==> config.mk <==
export PLATFORM = sky130hd
export DESIGN_NAME = bsoc_csr_regs
export DESIGN_NICKNAME = d
export VERILOG_FILES = /design/src/rtl/core/bsoc_pkg.sv /design/src/rtl/core/bsoc_csr_regs.sv
export SDC_FILE = /design/constraint.sdc
export NUM_CORES = 1
export LEC_CHECK = 0
export ABC_AREA = 1
export BUFFER_PORTS_ARGS = -buffer_cell sky130_fd_sc_hd__buf_2
export CORE_ASPECT_RATIO = 1.4
export CORE_MARGIN = 2
export CORE_UTILIZATION = 45
export DETAILED_ROUTE_END_ITERATION = 8
export PLACE_DENSITY = 0.67
export SLEW_MARGIN = 10
export SYNTH_ARGS = -nofsm -noshare
export SYNTH_HDL_FRONTEND = slang
export SYNTH_SLANG_ARGS = --single-unit
==> constraint.sdc <==
create_clock -name clock -period 1.9 [get_ports clock]
set_input_delay 0.285 -clock clock [delete_from_list [all_inputs] [get_ports clock]]
set_output_delay 0.285 -clock clock [all_outputs]
set_load 0.03 [all_outputs]
==> src/rtl/core/bsoc_pkg.sv <==
`timescale 1ns / 1ps
`default_nettype none
// ============================================================================
// bsoc_pkg - shared types and constants of the barometer compensation core
// Calibration word bundle, stage payload records and register indexes.
// ============================================================================
package bsoc_pkg;

   localparam int unsigned INDEX_W = 3;

   localparam logic [INDEX_W-1:0] CSR_PRESSURE_SENSITIVITY   = 3'd0;
   localparam logic [INDEX_W-1:0] CSR_PRESSURE_OFFSET        = 3'd1;
   localparam logic [INDEX_W-1:0] CSR_SENSITIVITY_TEMP_COEFF = 3'd2;
   localparam logic [INDEX_W-1:0] CSR_OFFSET_TEMP_COEFF      = 3'd3;
   localparam logic [INDEX_W-1:0] CSR_REFERENCE_TEMPERATURE  = 3'd4;
   localparam logic [INDEX_W-1:0] CSR_TEMPERATURE_SLOPE      = 3'd5;

   // 20.00 degC in 0.01 degC, and -15.00 degC expressed relative to 20.00 degC.
   localparam logic signed [18:0] TEMP_BASE     = 19'sd2000;
   localparam logic signed [18:0] VERY_COLD_LO  = -19'sd3500;
   localparam logic signed [18:0] VERY_COLD_OFS = 19'sd3500;

   typedef struct packed {
      logic [15:0] pressure_sensitivity;
      logic [15:0] pressure_offset;
      logic [15:0] sensitivity_temp_coeff;
      logic [15:0] offset_temp_coeff;
      logic [15:0] reference_temperature;
      logic [15:0] temperature_slope;
   } cal_type;

   // First-order results leaving the front pipeline.
   typedef struct packed {
      logic [23:0]        raw_pressure;
      logic signed [17:0] temp_delta;     // TEMP - 2000
      logic [16:0]        t2;
      logic signed [35:0] off;
      logic signed [34:0] sens;
   } first_type;

   // Corrected terms leaving the second-order pipeline.
   typedef struct packed {
      logic [23:0]        raw_pressure;
      logic signed [18:0] temperature;
      logic signed [39:0] off;
      logic signed [39:0] sens;
   } corr_type;

endpackage
`default_nettype wire

==> src/rtl/core/bsoc_csr_regs.sv <==
`timescale 1ns / 1ps
`default_nettype none
// ============================================================================
// bsoc_csr_regs - calibration word registers
// Holds the six factory calibration words; writes to unused indexes are dropped.
// ============================================================================
module bsoc_csr_regs
   import bsoc_pkg::*;
(
   input  wire logic               clock,
   input  wire logic               reset,
   input  wire logic               csr_valid,
   output logic                    csr_ready,
   input  wire logic [INDEX_W-1:0] csr_index,
   input  wire logic [15:0]        csr_data,
   output cal_type                 cal
);

   cal_type cal_ff;
   cal_type cal_in;

   assign csr_ready = 1'b1;
   assign cal       = cal_ff;

   always_comb begin
      cal_in = cal_ff;
      if (csr_valid) begin
         unique case (csr_index)
            CSR_PRESSURE_SENSITIVITY:   cal_in.pressure_sensitivity   = csr_data;
            CSR_PRESSURE_OFFSET:        cal_in.pressure_offset        = csr_data;
            CSR_SENSITIVITY_TEMP_COEFF: cal_in.sensitivity_temp_coeff = csr_data;
            CSR_OFFSET_TEMP_COEFF:      cal_in.offset_temp_coeff      = csr_data;
            CSR_REFERENCE_TEMPERATURE:  cal_in.reference_temperature  = csr_data;
            CSR_TEMPERATURE_SLOPE:      cal_in.temperature_slope      = csr_data;
            default:                    cal_in = cal_ff;
         endcase
      end
   end

   always_ff @(posedge clock) begin
      if (reset) begin
         cal_ff <= '0;
      end else begin
         cal_ff <= cal_in;
      end
   end

`ifndef SYNTHESIS
   a_unused_index_ignored: assert property (@(posedge clock) disable iff (reset)
      csr_valid && (csr_index > CSR_TEMPERATURE_SLOPE) |=> $stable(cal_ff))
      else $error("write to an unused index changed a calibration word");
`endif

endmodule
`default_nettype wire

==> summary.txt <==
Clocking
  • Clock-pin slew on the worst setup and hold paths: 0.06 ns
  • Hold_buf cts: 0
  • TritonCTS Sinks: 96
  • Root buf cell: clkbuf_16
  • Clock buffer depth: 2
  • Post-CTS Resized: 0
  • Clk_lat worst skew: 0.34 ns
  • CTS Buf Count: 9
  • H-tree levels: 3
  • TritonCTS clock tree: done
  • Post-CTS Setup Bufs: 0

Die
  • Die W: 82.4 µm
  • Ports: 119
  • Core ar.: 8460 µm²
  • Die area: 9370 µm²
  • Row cnt: 40
  • Die height: 114 µm
  • Starting Density: 45.7%

STA
  • Hold WS: 0.367 ns
  • Final Max Slew Viols: 0
  • Fin crit period: 1.22 ns
  • Setup Viol. Count Final: 0
  • Rel. slew slack: 58.4%
  • Max Fclk: 819 MHz
  • Final Hold Vio Count: 0
  • Final Cycle Share: 64.3%
  • Final Skew: 0 ns
  • Worst Tran Pin Value: 0.623 ns
  • RSZ-0062 raised after global routing: no
  • Setup_tns: 0 ns

Cells and area
  • ANT cells: 0
  • Area delta synth->final: 23.1%
  • Largest register FFs: 96
  • Multi-input logic area: 1690 µm²
  • FF/Latch Area: 1920 µm²
  • Fill cells: 856
  • Most common cell after layout, fill and taps aside: nor2_1
  • Most frequent cells in the layout: nor2_1, buf_2, nand2_1, nand3_1, dfxtp_1
  • Share of cells above drive strength 1: 22.8%
  • Nets: 676
  • Non-Filler Cell Area, Final: 4760 µm²

Synthesis
  • Synth top area share: 49.7%
  • Sequential fraction of the synthesis area: 49.7%
  • Mux cell area share after synthesis: 0%
  • Yosys cell types: 15
  • Synthesized area: 3870 µm²
  • Post-Syn Instances: 554
  • Simple-Gate Fraction of Synth Area: 43.3%
  • Synth Area in XOR/XNOR: 0%
  • Synth Area in Adders: 0%
  • Syn nets: 576
  • Post-synth top area cell: dfxtp_1
  • Mapped Avg Cell Area: 6.98 µm²
  • Synth area leaders: dfxtp_1, nor2_1, nand3_1
  • Synth Area in Compound Gates: 0%
  • Synth Register Bits: 96
  • Main combinational cell family by area after synthesis: simple AND/OR/NAND/NOR gates
  • YS warnings: 0

Setup path
  • Worst path slowest cell: dfxtp_1
  • Crit path arrival time: 0.94 ns
  • Bufs and invs on worst path: 1
  • CP max stage delay: 0.37 ns
  • CP cell instances: buf_2
  • Setup crit end kind: output port
  • Crit path max-delay family: flip-flops
  • Setup Crit Path Kind: flip-flop to output port
  • Startpoint Class: flip-flop
  • Max FO, Critical Path: 2
  • Req. time, crit path: 1.62 ns

Drt
  • Met2 wire len: 5.13 mm
  • Via count: 3788
  • Uppermost routed layer: met4
  • Met1 WL: 4.79 mm
  • Met3 WL post-DR: 745 µm
  • Avg Vias per Cell: 4.96
  • Detailed Routing Iterations Pass 1: 5
  • Final WL: 10.9 mm
  • Wire per inst: 14.3 µm
  • DRC violations left: 0
  • Initial DRC Count: 301
  • Post-DRT Antenna Nets: 0

Min path
  • Hold Crit Class: primary input to flip-flop

Place
  • # port buffers: 117
  • HPWL Detailed: 7.47 mm
  • Placer Congestion: 0.786
  • Dpl cell area: 4500 µm²

Global route
  • Antenna violations before repair: 0
  • Vias in the first global route: 3246
  • Largest net degree at the start of global routing: 65
  • First-pass GRT wire length: 16.6 mm
  • Grt ovf: 0
  • Total track usage: 23.9%

Pwr
  • Pwr Density: 921 nW/µm²
  • Leak Pwr: 2.36 nW
  • Peak VDD IR: 0.556 mV
  • Final Power: 4.39 mW

Run
  • Maxcap violations: 0

Outcome
  • Run status: finished, final reports clean
-- Yosys cell counts --
library cell	n
nor2_1	193
inv_2	2
nand2_2	1
nor2_4	6
buf_4	7
conb_1	1
clkinv_1	1
inv_1	20
clkbuf_1	2
nand3_1	96
nand2_1	101
nor2_2	3
buf_1	4
buf_2	21
dfxtp_1	96
-- routing by layer --
metal  track usage, %  up-vias
li1                 -     1914
met1             32.5     1717
met2             36.9      137
met3             5.38       20
met4             8.56        0
met5                0        -
-- final cells by class --
cell class | count | area share [%]
flip-flops and latches | 96 | 40.3
multi-input cells | 401 | 35.4
repair buffers | 123 | 14.0
clock buffers | 13 | 5.25
well taps | 105 | 2.76
inverters | 23 | 1.81
clock inverters | 3 | 0.368
-- power by group --
| group | switching [mW] | internal, mW | leakage [nW] |
|---|---|---|---|
| logic | 0.432 | 0.166 | 1.45 |
| clock network | 0.750 | 0.920 | 0.130 |
| registers | 0.0378 | 2.08 | 0.780 |
| total | 1.22 | 3.17 | 2.36 |
-- cells by family after synthesis --
family / after synthesis
simple gates: 400
flops: 96
other cells: 1
buf+inv: 57
-- through the flow --
step / std cells / setup slack [ns] / util (%)
finish: 764 / 0.679 / 56.3
global route: 764 / 0.651 / 56.3
CTS: 764 / 0.665 / 56.3
detailed placement: 748 / 0.529 / 53.2
global placement: 748 / 0.579 / 53.2
floorplan: 554 / 0.885 / -
-- worst register-to-register path: cells and delay by family, from the launching register on --
kind,cells,cell delay [ns]
flops,1,0.37
simple gates,2,0.17
-- worst paths after layout --
check / cells after the start / to / slack (ns) / startpoint
worst max-delay path: 1 / cal[20] / 0.68 / cal[20]
worst min-delay path: 5 / cal[63] / 0.37 / csr_data[15]
worst min register to register: 2 / cal[45] / 0.48 / cal[45]
worst max register to register: 2 / cal[20] / 1.29 / cal[20]
No activity file was read; power rests on OpenSTA's default activity.
