## src/rtl/core/bsoc_pkg.sv

```systemverilog
`timescale 1ns / 1ps
`default_nettype none
// ============================================================================
// bsoc_pkg - shared types and constants of the barometer compensation core
// Calibration word bundle, stage payload records and register indexes.
// ============================================================================
package bsoc_pkg;

   localparam int unsigned INDEX_W = 3;

   localparam logic [INDEX_W-1:0] CSR_PRESSURE_SENSITIVITY   = 3'd0;
   localparam logic [INDEX_W-1:0] CSR_PRESSURE_OFFSET        = 3'd1;
   localparam logic [INDEX_W-1:0] CSR_SENSITIVITY_TEMP_COEFF = 3'd2;
   localparam logic [INDEX_W-1:0] CSR_OFFSET_TEMP_COEFF      = 3'd3;
   localparam logic [INDEX_W-1:0] CSR_REFERENCE_TEMPERATURE  = 3'd4;
   localparam logic [INDEX_W-1:0] CSR_TEMPERATURE_SLOPE      = 3'd5;

   // 20.00 degC in 0.01 degC, and -15.00 degC expressed relative to 20.00 degC.
   localparam logic signed [18:0] TEMP_BASE     = 19'sd2000;
   localparam logic signed [18:0] VERY_COLD_LO  = -19'sd3500;
   localparam logic signed [18:0] VERY_COLD_OFS = 19'sd3500;

   typedef struct packed {
      logic [15:0] pressure_sensitivity;
      logic [15:0] pressure_offset;
      logic [15:0] sensitivity_temp_coeff;
      logic [15:0] offset_temp_coeff;
      logic [15:0] reference_temperature;
      logic [15:0] temperature_slope;
   } cal_type;

   // First-order results leaving the front pipeline.
   typedef struct packed {
      logic [23:0]        raw_pressure;
      logic signed [17:0] temp_delta;     // TEMP - 2000
      logic [16:0]        t2;
      logic signed [35:0] off;
      logic signed [34:0] sens;
   } first_type;

   // Corrected terms leaving the second-order pipeline.
   typedef struct packed {
      logic [23:0]        raw_pressure;
      logic signed [18:0] temperature;
      logic signed [39:0] off;
      logic signed [39:0] sens;
   } corr_type;

endpackage
`default_nettype wire

```

## src/rtl/core/bsoc_pressure.sv

```systemverilog
`timescale 1ns / 1ps
`default_nettype none
// ============================================================================
// bsoc_pressure - compensated pressure from D1, SENS and OFF
// Three stages: split D1*SENS partial products, their sum, the final offset.
// ============================================================================
module bsoc_pressure
   import bsoc_pkg::*;
(
   input  wire logic     clock,
   input  wire logic     reset,
   input  wire logic     in_valid,
   output logic          in_ready,
   input  wire corr_type in_data,
   output logic          out_valid,
   input  wire logic     out_ready,
   output logic [18:0]   temperature_centideg,
   output logic [26:0]   pressure_centimbar
);

   logic [2:0] v_ff;
   logic [2:0] adv;

   // Stage 6: SENS is cut into a signed upper and an unsigned lower half.
   logic [43:0]        pl_in, pl_ff;
   logic signed [44:0] ph_in, ph_ff;
   logic signed [39:0] off_s6_ff;
   logic signed [18:0] temp_s6_ff;
   // Stage 7
   logic [63:0]        full;
   logic signed [42:0] scaled_in, scaled_ff;
   logic signed [39:0] off_s7_ff;
   logic signed [18:0] temp_s7_ff;
   // Stage 8
   logic signed [43:0] diff;
   logic [26:0]        press_in, press_ff;
   logic [18:0]        temp_out_ff;

   always_comb begin
      adv[2] = !v_ff[2] || out_ready;
      adv[1] = !v_ff[1] || adv[2];
      adv[0] = !v_ff[0] || adv[1];
   end

   assign in_ready             = adv[0];
   assign out_valid            = v_ff[2];
   assign temperature_centideg = temp_out_ff;
   assign pressure_centimbar   = press_ff;

   always_comb begin
      pl_in = {20'h00000, in_data.raw_pressure} * {24'h000000, in_data.sens[19:0]};
      ph_in = $signed({1'b0, in_data.raw_pressure}) * $signed(in_data.sens[39:20]);
   end

   always_comb begin
      full      = {ph_ff[43:0], 20'h00000} + {20'h00000, pl_ff};
      scaled_in = full[63:21];
   end

   always_comb begin
      diff     = $signed({scaled_ff[42], scaled_ff}) - $signed({{4{off_s7_ff[39]}}, off_s7_ff});
      press_in = diff[41:15];
   end

   always_ff @(posedge clock) begin
      if (reset) begin
         v_ff <= '0;
      end else begin
         if (adv[0]) v_ff[0] <= in_valid;
         if (adv[1]) v_ff[1] <= v_ff[0];
         if (adv[2]) v_ff[2] <= v_ff[1];
      end
   end

   always_ff @(posedge clock) begin
      if (adv[0]) begin
         pl_ff      <= pl_in;
         ph_ff      <= ph_in;
         off_s6_ff  <= in_data.off;
         temp_s6_ff <= in_data.temperature;
      end
      if (adv[1]) begin
         scaled_ff  <= scaled_in;
         off_s7_ff  <= off_s6_ff;
         temp_s7_ff <= temp_s6_ff;
      end
      if (adv[2]) begin
         press_ff    <= press_in;
         temp_out_ff <= temp_s7_ff;
      end
   end

`ifndef SYNTHESIS
   a_full_and_stalled_blocks: assert property (@(posedge clock) disable iff (reset)
      (&v_ff) && !out_ready |-> !in_ready)
      else $error("pressure pipeline took a transfer while full and stalled");

   a_accept_fills_stage: assert property (@(posedge clock) disable iff (reset)
      in_valid && in_ready |=> v_ff[0])
      else $error("accepted transfer was lost at the first pressure stage");
`endif

endmodule
`default_nettype wire

```

## config.mk

```make
export PLATFORM = sky130hd
export DESIGN_NAME = bsoc_pressure
export DESIGN_NICKNAME = d
export VERILOG_FILES = /design/src/rtl/core/bsoc_pkg.sv /design/src/rtl/core/bsoc_pressure.sv
export SDC_FILE = /design/constraint.sdc
export NUM_CORES = 2
export LEC_CHECK = 0
export ABC_AREA = 1
export BUFFER_PORTS_ARGS = -buffer_cell sky130_fd_sc_hd__buf_2
export CORE_MARGIN = 2
export CORE_UTILIZATION = 55
export DETAILED_ROUTE_END_ITERATION = 10
export PLACE_DENSITY = 0.72
export SETUP_SLACK_MARGIN = 0.15
export SYNTH_ARGS = -nofsm -noshare
export SYNTH_HDL_FRONTEND = slang
export SYNTH_SLANG_ARGS = --single-unit
```

## constraint.sdc

```tcl
create_clock -name clock -period 12.39 [get_ports clock]
set_clock_uncertainty 0.05 [all_clocks]
set_input_delay 2.478 -clock clock [delete_from_list [all_inputs] [get_ports clock]]
set_output_delay 2.478 -clock clock [all_outputs]
set_load 0.02 [all_outputs]
```

==> impl_metrics.ini <==
[clock_tree]
cts_buffer_depth = 3
cts_tree = yes
clk_pin_slew_worst_paths_ns = 0.07
cts_hold_buf = 0
cts_setup_buffers = 0
h-tree-depth = 1
clk_latency_ns = 0.57
cts_resized = 0
cts_root_buf = clkbuf_16
numCtsBuffers = 26
cts_sinks = 276

[sta]
min_period_ns = 8.644
hold_viol = 0
tns_ns = 0
relSlewSlack = 0.2100
rsz0062_at_grt = false
worstMarginPinSlew_ns = 1.185
setup_viol = 0
max_freq_mhz = 115.7
finalCritPeriodShare = 0.6977
finalMaxSlewViolations = 0

[critical_path]
r2r_setup_slack_ns = 9.75
reg2reg_depth = 12
crit_type = in -> reg
worstPathArrival_ns = 8.90
critPathMaxStageDelay_ns = 0.85
worstPathMaxFanout = 40
critPathLaunchType = primary input
cp_top_family = adder cells
path_cells = buf_2 -> nand2_1 -> fa_1 -> fa_1 -> fa_1 -> inv_1 -> fa_1 -> fa_1 -> fa_1 -> inv_1 -> fa_1 -> inv_1 -> ha_1 -> a21oi_1 -> o21ai_0 -> a21boi_1 -> o21ai_0 -> nand2_1 -> nand3_1 -> nand2_1 -> nand2_1
end_kind = flip-flop
rr_startpoint = pl_ff[21]
critPathSlowestCell = buf_2
r2r-end = scaled_ff[17]
cp.required_ns = 12.65
path_common_cell = fa_1
path_buf_inv = 4

[floorplanning]
pin_count = 175
num_rows = 107
coreArea_um2 = 84880
die_h_um = 296.3
die_x_um = 296.3
start_util = 0.5537
die-area_um2 = 87810

[logic_synthesis]
syn_avg_cell_area_um2 = 8.068
synth_seq_area_share = 0.1757
synth-seq-cells = 276
synth_cells = 5825
syn_area_um2 = 47000
yosysWarnings = 0
ys_types = 46
syn-num-nets = 7120
synth_edf_count = 273
synthFlopType = edfxtp_1
synth_async_sr_flop_share = 0

[detailed_routing]
viasPerCell = 5.263
antenna_left = 0
drc = 0
drt_iter0_drc = 2353
vias = 37012
wl_per_cell_um = 18.90
wirelength_um = 132900
dr.pass1.iters = 6

[hold_path]
holdPathStages = 0
min_to = temperature_centideg[14]
hp-class = reg -> reg
min_from = temp_s7_ff[14]

[global_route]
grt_pass1_wl_um = 211000
grtUsageTotal = 0.3128
grt_pass1_vias = 39330
antenna_found_initial = 3
grt_overflow = 0
grt_max_degree = 68

[layout]
ff_latch_area_um2 = 8258
final_cell_mix = 1,622 x inv_1, 1,479 x nand2_1, 785 x fa_1, 383 x ha_1, 309 x nor2_1
nNetsFinal = 7165
final_area_um2 = 49660
layout_commonest_cell = inv_1
multiInputGateArea_um2 = 31880
fill_cells = 7807
drive_gt1_frac = 0.05928
syn_to_final_growth_pct = 5.655

[place]
placed_area_um2 = 48800
place_congestion = 0.9485
dp_hpwl_um = 105400
io_buffers = 174

[outcome]
status = completed

[run]
maxCapViolCount = 0
logic make-up after synthesis:
logic type	synth area share
adders and majority gates	0.4363
and+or+nand+nor	0.1784
buffers and inverters	0.1462
xor gates and xnor gates	0.01784
DFF	0.1757
AOI/OAI and AO/OA	0.04558
worst max path at each step:
stage / end / slack [ns] / depth (start not counted) / from
global placement: ph_ff[38] / 3.27 / 21 / in_data[115]
floorplan: in_ready / 3.36 / 4 / out_ready
global route: pl_ff[37] / 3.30 / 23 / in_data[116]
finish: ph_ff[38] / 3.75 / 21 / in_data[111]
detailed placement: ph_ff[38] / 3.19 / 21 / in_data[115]
CTS: ph_ff[38] / 3.79 / 21 / in_data[115]
cell usage after synthesis, types with 4 or more instances:
cell,number,area share
fa_1,785,0.33
nor4_1,4,0.00053
xor2_1,74,0.014
a31oi_1,10,0.0013
o21a_1,14,0.0022
nor3_1,20,0.0021
inv_1,1623,0.13
o21ai_0,97,0.010
xnor2_1,18,0.0034
a21oi_1,188,0.020
a21boi_0,6,0.00096
nand4_1,45,0.0060
and2_1,4,0.00053
nor2_1,309,0.025
and3_1,5,0.00067
o21bai_1,25,0.0040
ha_1,383,0.10
o21ai_1,28,0.0030
nand3_1,122,0.013
a21oi_2,4,0.00075
a21o_1,6,0.00096
a21boi_1,5,0.00080
or2_2,13,0.0017
nor4_2,5,0.0013
edfxtp_1,273,0.17
nand3_2,5,0.0011
nand2_2,23,0.0031
nand2_1,1481,0.12
nor2_2,14,0.0019
nor3_2,9,0.0019
buf_1,6,0.00048
clkbuf_1,170,0.014
inv_2,31,0.0025
stage by stage:
stage          setup slack (ns)  utilization  cells  hold slack, ns
3_3_place_gp              3.272       0.5749   6986          0.3505
4_1_cts                   3.790       0.5850   7031          0.3658
5_1_grt                   3.303       0.5850   7031          0.3702
3_5_place_dp              3.190       0.5749   6986          0.3545
2_1_floorplan             3.365            -   5825          0.3503
6_report                  3.746       0.5850   7032          0.3621
registers in the layout, indices dropped and copies added, names as in the netlist:
register,count
temp_s7_ff,19
temperature_centideg,19
pl_ff,24
scaled_ff,42
temp_s6_ff,19
ph_ff,43
off_s6_ff,40
off_s7_ff,40
pressure_centimbar,27
v_ff,3
metal layers:
metal / track usage / part of all wire / up-vias
met1: 0.3912 / 0.39 / 18039
met5: 0 / 0.000083 / -
li1: - / - / 17185
met2: 0.5473 / 0.49 / 1469
met4: 0.1287 / 0.047 / 2
met3: 0.04132 / 0.072 / 317
area by class of cell:
class                           instances  share of cell area
Multi-Input combinational cell       3719              0.6420
Sequential cell                       276              0.1663
Inverter                             1654              0.1251
Tap cell                             1144             0.02883
Timing Repair Buffer                  193             0.02041
Clock buffer                           29             0.01333
Clock inverter                         16            0.003956
Antenna cell                            1          0.00005039
Power is left out: the tool's default activity adds up to more than one toggle a clock period on the data nets, which glitch-free logic cannot reach.
