$ cat config.mk
export PLATFORM = sky130hd
export DESIGN_NAME = bsoc_first_order
export DESIGN_NICKNAME = d
export VERILOG_FILES = /design/src/rtl/core/bsoc_pkg.sv /design/src/rtl/core/bsoc_first_order.sv
export SDC_FILE = /design/constraint.sdc
export NUM_CORES = 2
export LEC_CHECK = 0
export ABC_AREA = 1
export BUFFER_PORTS_ARGS = -buffer_cell sky130_fd_sc_hd__buf_2
export CORE_ASPECT_RATIO = 0.75
export CORE_MARGIN = 4
export CORE_UTILIZATION = 45
export DETAILED_ROUTE_END_ITERATION = 16
export HOLD_SLACK_MARGIN = 0.08
export PLACE_DENSITY_LB_ADDON = 0.12
export SETUP_SLACK_MARGIN = 0.05
export SLEW_MARGIN = 40
export SYNTH_ARGS = -nofsm -noshare
export SYNTH_HDL_FRONTEND = slang
export SYNTH_SLANG_ARGS = --single-unit
export TNS_END_PERCENT = 20
$ cat constraint.sdc
create_clock -name clock -period 6.55 [get_ports clock]
set_input_delay 0.655 -clock clock [delete_from_list [all_inputs] [get_ports clock]]
set_output_delay 0.655 -clock clock [all_outputs]
set_load 0.01 [all_outputs]
$ cat src/rtl/core/bsoc_pkg.sv
`timescale 1ns / 1ps
`default_nettype none
// ============================================================================
// bsoc_pkg - shared types and constants of the barometer compensation core
// Calibration word bundle, stage payload records and register indexes.
// ============================================================================
package bsoc_pkg;

   localparam int unsigned INDEX_W = 3;

   localparam logic [INDEX_W-1:0] CSR_PRESSURE_SENSITIVITY   = 3'd0;
   localparam logic [INDEX_W-1:0] CSR_PRESSURE_OFFSET        = 3'd1;
   localparam logic [INDEX_W-1:0] CSR_SENSITIVITY_TEMP_COEFF = 3'd2;
   localparam logic [INDEX_W-1:0] CSR_OFFSET_TEMP_COEFF      = 3'd3;
   localparam logic [INDEX_W-1:0] CSR_REFERENCE_TEMPERATURE  = 3'd4;
   localparam logic [INDEX_W-1:0] CSR_TEMPERATURE_SLOPE      = 3'd5;

   // 20.00 degC in 0.01 degC, and -15.00 degC expressed relative to 20.00 degC.
   localparam logic signed [18:0] TEMP_BASE     = 19'sd2000;
   localparam logic signed [18:0] VERY_COLD_LO  = -19'sd3500;
   localparam logic signed [18:0] VERY_COLD_OFS = 19'sd3500;

   typedef struct packed {
      logic [15:0] pressure_sensitivity;
      logic [15:0] pressure_offset;
      logic [15:0] sensitivity_temp_coeff;
      logic [15:0] offset_temp_coeff;
      logic [15:0] reference_temperature;
      logic [15:0] temperature_slope;
   } cal_type;

   // First-order results leaving the front pipeline.
   typedef struct packed {
      logic [23:0]        raw_pressure;
      logic signed [17:0] temp_delta;     // TEMP - 2000
      logic [16:0]        t2;
      logic signed [35:0] off;
      logic signed [34:0] sens;
   } first_type;

   // Corrected terms leaving the second-order pipeline.
   typedef struct packed {
      logic [23:0]        raw_pressure;
      logic signed [18:0] temperature;
      logic signed [39:0] off;
      logic signed [39:0] sens;
   } corr_type;

endpackage
`default_nettype wire

$ cat src/rtl/core/bsoc_first_order.sv
`timescale 1ns / 1ps
`default_nettype none
// ============================================================================
// bsoc_first_order - dT, first-order TEMP, OFF and SENS
// Three stages: dT, the four products of dT, then shifts and offsets.
// ============================================================================
module bsoc_first_order
   import bsoc_pkg::*;
(
   input  wire logic        clock,
   input  wire logic        reset,
   input  wire cal_type     cal,
   input  wire logic        in_valid,
   output logic             in_ready,
   input  wire logic [23:0] raw_pressure,
   input  wire logic [23:0] raw_temperature,
   output logic             out_valid,
   input  wire logic        out_ready,
   output first_type        out_data
);

   logic [2:0] v_ff;
   logic [2:0] adv;

   // Stage 1
   logic [23:0]        d1_s1_ff;
   logic signed [24:0] dt_in, dt_ff;
   // Stage 2
   logic [23:0]        d1_s2_ff;
   logic signed [41:0] p_temp_in, p_temp_ff;
   logic signed [41:0] p_off_in, p_off_ff;
   logic signed [41:0] p_sens_in, p_sens_ff;
   logic signed [49:0] dd_full;
   logic [47:0]        dd_in, dd_ff;
   // Stage 3
   first_type          res_in, res_ff;

   always_comb begin
      adv[2] = !v_ff[2] || out_ready;
      adv[1] = !v_ff[1] || adv[2];
      adv[0] = !v_ff[0] || adv[1];
   end

   assign in_ready  = adv[0];
   assign out_valid = v_ff[2];
   assign out_data  = res_ff;

   always_comb begin
      dt_in = $signed({1'b0, raw_temperature})
            - $signed({1'b0, cal.reference_temperature, 8'h00});
   end

   always_comb begin
      p_temp_in = dt_ff * $signed({1'b0, cal.temperature_slope});
      p_off_in  = dt_ff * $signed({1'b0, cal.offset_temp_coeff});
      p_sens_in = dt_ff * $signed({1'b0, cal.sensitivity_temp_coeff});
      dd_full   = dt_ff * dt_ff;
      dd_in     = dd_full[47:0];
   end

   // Arithmetic right shifts are taken as sign-kept part-selects.
   always_comb begin
      res_in.raw_pressure = d1_s2_ff;
      res_in.temp_delta   = p_temp_ff[40:23];
      res_in.t2           = dd_ff[47:31];
      res_in.off          = $signed({4'b0, cal.pressure_offset, 16'h0000})
                          + $signed({p_off_ff[41], p_off_ff[41:7]});
      res_in.sens         = $signed({4'b0, cal.pressure_sensitivity, 15'h0000})
                          + $signed({p_sens_ff[41], p_sens_ff[41:8]});
   end

   always_ff @(posedge clock) begin
      if (reset) begin
         v_ff <= '0;
      end else begin
         if (adv[0]) v_ff[0] <= in_valid;
         if (adv[1]) v_ff[1] <= v_ff[0];
         if (adv[2]) v_ff[2] <= v_ff[1];
      end
   end

   always_ff @(posedge clock) begin
      if (adv[0]) begin
         d1_s1_ff <= raw_pressure;
         dt_ff    <= dt_in;
      end
      if (adv[1]) begin
         d1_s2_ff  <= d1_s1_ff;
         p_temp_ff <= p_temp_in;
         p_off_ff  <= p_off_in;
         p_sens_ff <= p_sens_in;
         dd_ff     <= dd_in;
      end
      if (adv[2]) begin
         res_ff <= res_in;
      end
   end

endmodule
`default_nettype wire

==> metrics.yaml <==
worst_setup_path:
  arrival_ns: 6.81
  crit_top_cell: "fa_1"
  endpoint: "dd_ff[47]$_DFFE_PP_"
  r2r_end: "dd_ff[47]$_DFFE_PP_"
  r2r-start: "dt_ff[6]$_DFFE_PP_"
  slowest_stage: "fa_1"
  cp_slowest_stage_delay_ns: 0.59
  path_cells: "buf_12 > nand2_2 > inv_2 > fa_1 > fa_2 > buf_6 > fa_2 > inv_2 > fa_1 > fa_1 > fa_1 > fa_1 > inv_1 > ha_1 > buf_4 > inv_1 > o21bai_1 > a21oi_2 > nand2_2 > a21oi_4 > nand3_4 > buf_4 > nand3_1 > nand2_1"
  crit_type: "flip-flop to flip-flop"
  rr_worst_depth: 24
  rrSetupSlack_ns: 0.13
  cp.required_ns: 6.95
  critPathLaunch: "dt_ff[6]$_DFFE_PP_"
  startpoint_type: "flip-flop"
  worstPathMaxFanout: 5
  cp-end-kind: "flip-flop"
die:
  die_w_um: 490
  die_h_um: 370
  rows: 132
  fp.dieArea_sq_um: 181000
  core_area_sq_um: 173000
  io_pins: 280
  initial_core_util_pct: 45.4
sta:
  period_minus_slack_ns: 6.42
  clock_skew_ns: 0.0593
  drv_slew: 0
  tns_ns: 0
  rsz0062_at_grt: "yes"
  relSlewSlack_pct: 43.9
  fmax_mhz: 156
  finalHoldViolations: 0
  setup_violations: 0
  worst_pin_slew_ns: 0.842
  finalCritPeriodShare_pct: 98.0
placed_design:
  portBuffers: 279
  dp_hpwl_mm: 180
  finalWeightedCongestion: 0.920
synthesis:
  ys.warnings.count: 0
  avgSynthCellArea_sq_um: 8.27
  syn-cell-area_sq_um: 78600
  seq_area_frac_synth_pct: 11.8
  synth_ff_type: "edfxtp_1"
  syn_nets: 11900
  synth-seq-cells: 310
  async_reset_ff_share_pct: 0
  synth-edff-count: 307
  synth_cell_types: 46
  syn_inst: 9503
finish:
  finalNetCount: 12200
  final_cell_mix: "2929 x inv_1, 2435 x nand2_1, 1745 x fa_1"
  register_area_sq_um: 9280
  areaGrowthSynthToFinish_pct: 10.6
  layout-drive-gt1-share_pct: 8.86
  multi_input_comb_area_sq_um: 57600
  num-fill-cells: 16900
  final_common_cell: "inv_1"
global_routing:
  grt-ovfl-total: 0
  grt_usage_pct: 24.3
  grt_pass1_vias: 63100
  grt_pass1_wl_mm: 349
  antenna_found_initial: 4
  grt_start_max_net_pins: 79
clock_tree:
  htreeDepth: 2
  cts_inserted_buffers: 41
  cts_hold_buffers: 0
  clockBufferDepth: 3
  cts_tree: "built"
  clockRootBuffer: "clkbuf_16"
  cts_sinks: 310
  clk_latency_ns: 0.65
  clkTransAtPathRegs_ns: 0.07
detailed_routing:
  num_vias: 58600
  via_per_inst: 4.83
  ant_nets: 0
  wl_per_cell_um: 17.6
  wirelength_mm: 214
  dr.first_iter.drc_count: 3636
  first_pass_iters: 6
  route.detailed.drc: 0
run_status:
  status: "finished, final reports clean"
hold_path:
  hp-class: "primary input to flip-flop"
run:
  cap_violations: 0
## how the worst min path moves through the flow
stage                            from                endpoint  slack [ns]  cells past startpoint
5_1_grt            raw_temperature[7]      dt_ff[7]$_DFFE_PP_        0.16                      1
2_1_floorplan   d1_s1_ff[0]$_DFFE_PP_   d1_s2_ff[0]$_DFFE_PP_        0.40                      0
3_3_place_gp   d1_s1_ff[22]$_DFFE_PP_  d1_s2_ff[22]$_DFFE_PP_        0.40                      0
6_report           raw_temperature[6]      dt_ff[6]$_DFFE_PP_        0.18                      1
4_1_cts            raw_temperature[6]      dt_ff[6]$_DFFE_PP_        0.12                      1
3_5_place_dp   d1_s1_ff[16]$_DFFE_PP_  d1_s2_ff[16]$_DFFE_PP_        0.40                      0
## cell usage after synthesis (10+ instances only)
| cell type | count | share of area [%] |
|---|---|---|
| a21o_1 | 22 | 0.21 |
| a21oi_1 | 233 | 1.5 |
| buf_1 | 18 | 0.086 |
| clkbuf_1 | 319 | 1.5 |
| edfxtp_1 | 307 | 12 |
| fa_1 | 1755 | 45 |
| ha_1 | 495 | 7.9 |
| inv_1 | 2942 | 14 |
| nand2_1 | 2465 | 12 |
| nand3_1 | 169 | 1.1 |
| nand3b_1 | 10 | 0.096 |
| nand4_1 | 41 | 0.33 |
| nor2_1 | 352 | 1.7 |
| nor3_1 | 33 | 0.21 |
| o21ai_0 | 107 | 0.68 |
| o21bai_1 | 35 | 0.33 |
| xnor2_1 | 41 | 0.46 |
| xor2_1 | 79 | 0.88 |
## cells by family after synthesis
| family | Yosys count | share of synthesized area [%] |
|---|---|---|
| compound gates | 429 | 3.05 |
| xor+xnor | 120 | 1.34 |
| fa+ha+maj | 2250 | 52.6 |
| buf+inv | 3284 | 15.7 |
| flops | 310 | 11.8 |
| simple gates | 3110 | 15.5 |
## metal layers
layer,global-route usage [%],vias to the layer above,wire (um)
met5,0,-,0
met4,4.63,0,4300
met3,3.43,196,13200
met2,38.4,1585,96000
met1,35.9,29200,100000
li1,-,27600,-
## cell type report
class,count,area share (%)
Multi-Input combinational cell,5909,66.3
Inverter,2944,12.7
Sequential cell,310,10.7
Timing Repair Buffer,632,5.42
Tap cell,2278,3.28
Clock buffer,42,1.19
Clock inverter,34,0.390
Antenna cell,1,0.00288
## sequential cells by signal (all words and copies together), names as in the netlist
register,count
out_data,130
p_off_ff,35
p_sens_ff,34
dt_ff,25
d1_s1_ff,24
d1_s2_ff,24
p_temp_ff,18
dd_ff,17
v_ff,3
## stage by stage
stage	util, %	setup WS, ns	std cells	hold WS, ns	cell area, sq um
detailed placement	48.8	-0.141	12000	0.405	84400
global route	50.2	-0.0777	12200	0.160	86900
floorplan	-	-0.138	9503	0.400	78600
global placement	48.8	-0.144	12000	0.401	84400
finish	50.2	0.132	12200	0.184	86900
CTS	49.6	0.0602	12100	0.122	85900
## worst max-delay path, delay by kind of cell (launching register included)
kind	cells	cell delay, ns
compound gates	3	0.40
flops	1	0.48
simple gates	5	0.41
buf+inv	8	0.90
fa+ha+maj	8	3.94
## what timing repair did
action | 4_1_cts | 5_1_grt
setup endpoints to repair | 27 | 57
gates resized for setup | 10 | 192
buffers inserted | 8 | 17
cloned | 0 | 4
pin swaps | 1 | 52
Power is left out: the tool's default activity adds up to more than one toggle a clock period on the data nets, which glitch-free logic cannot reach.
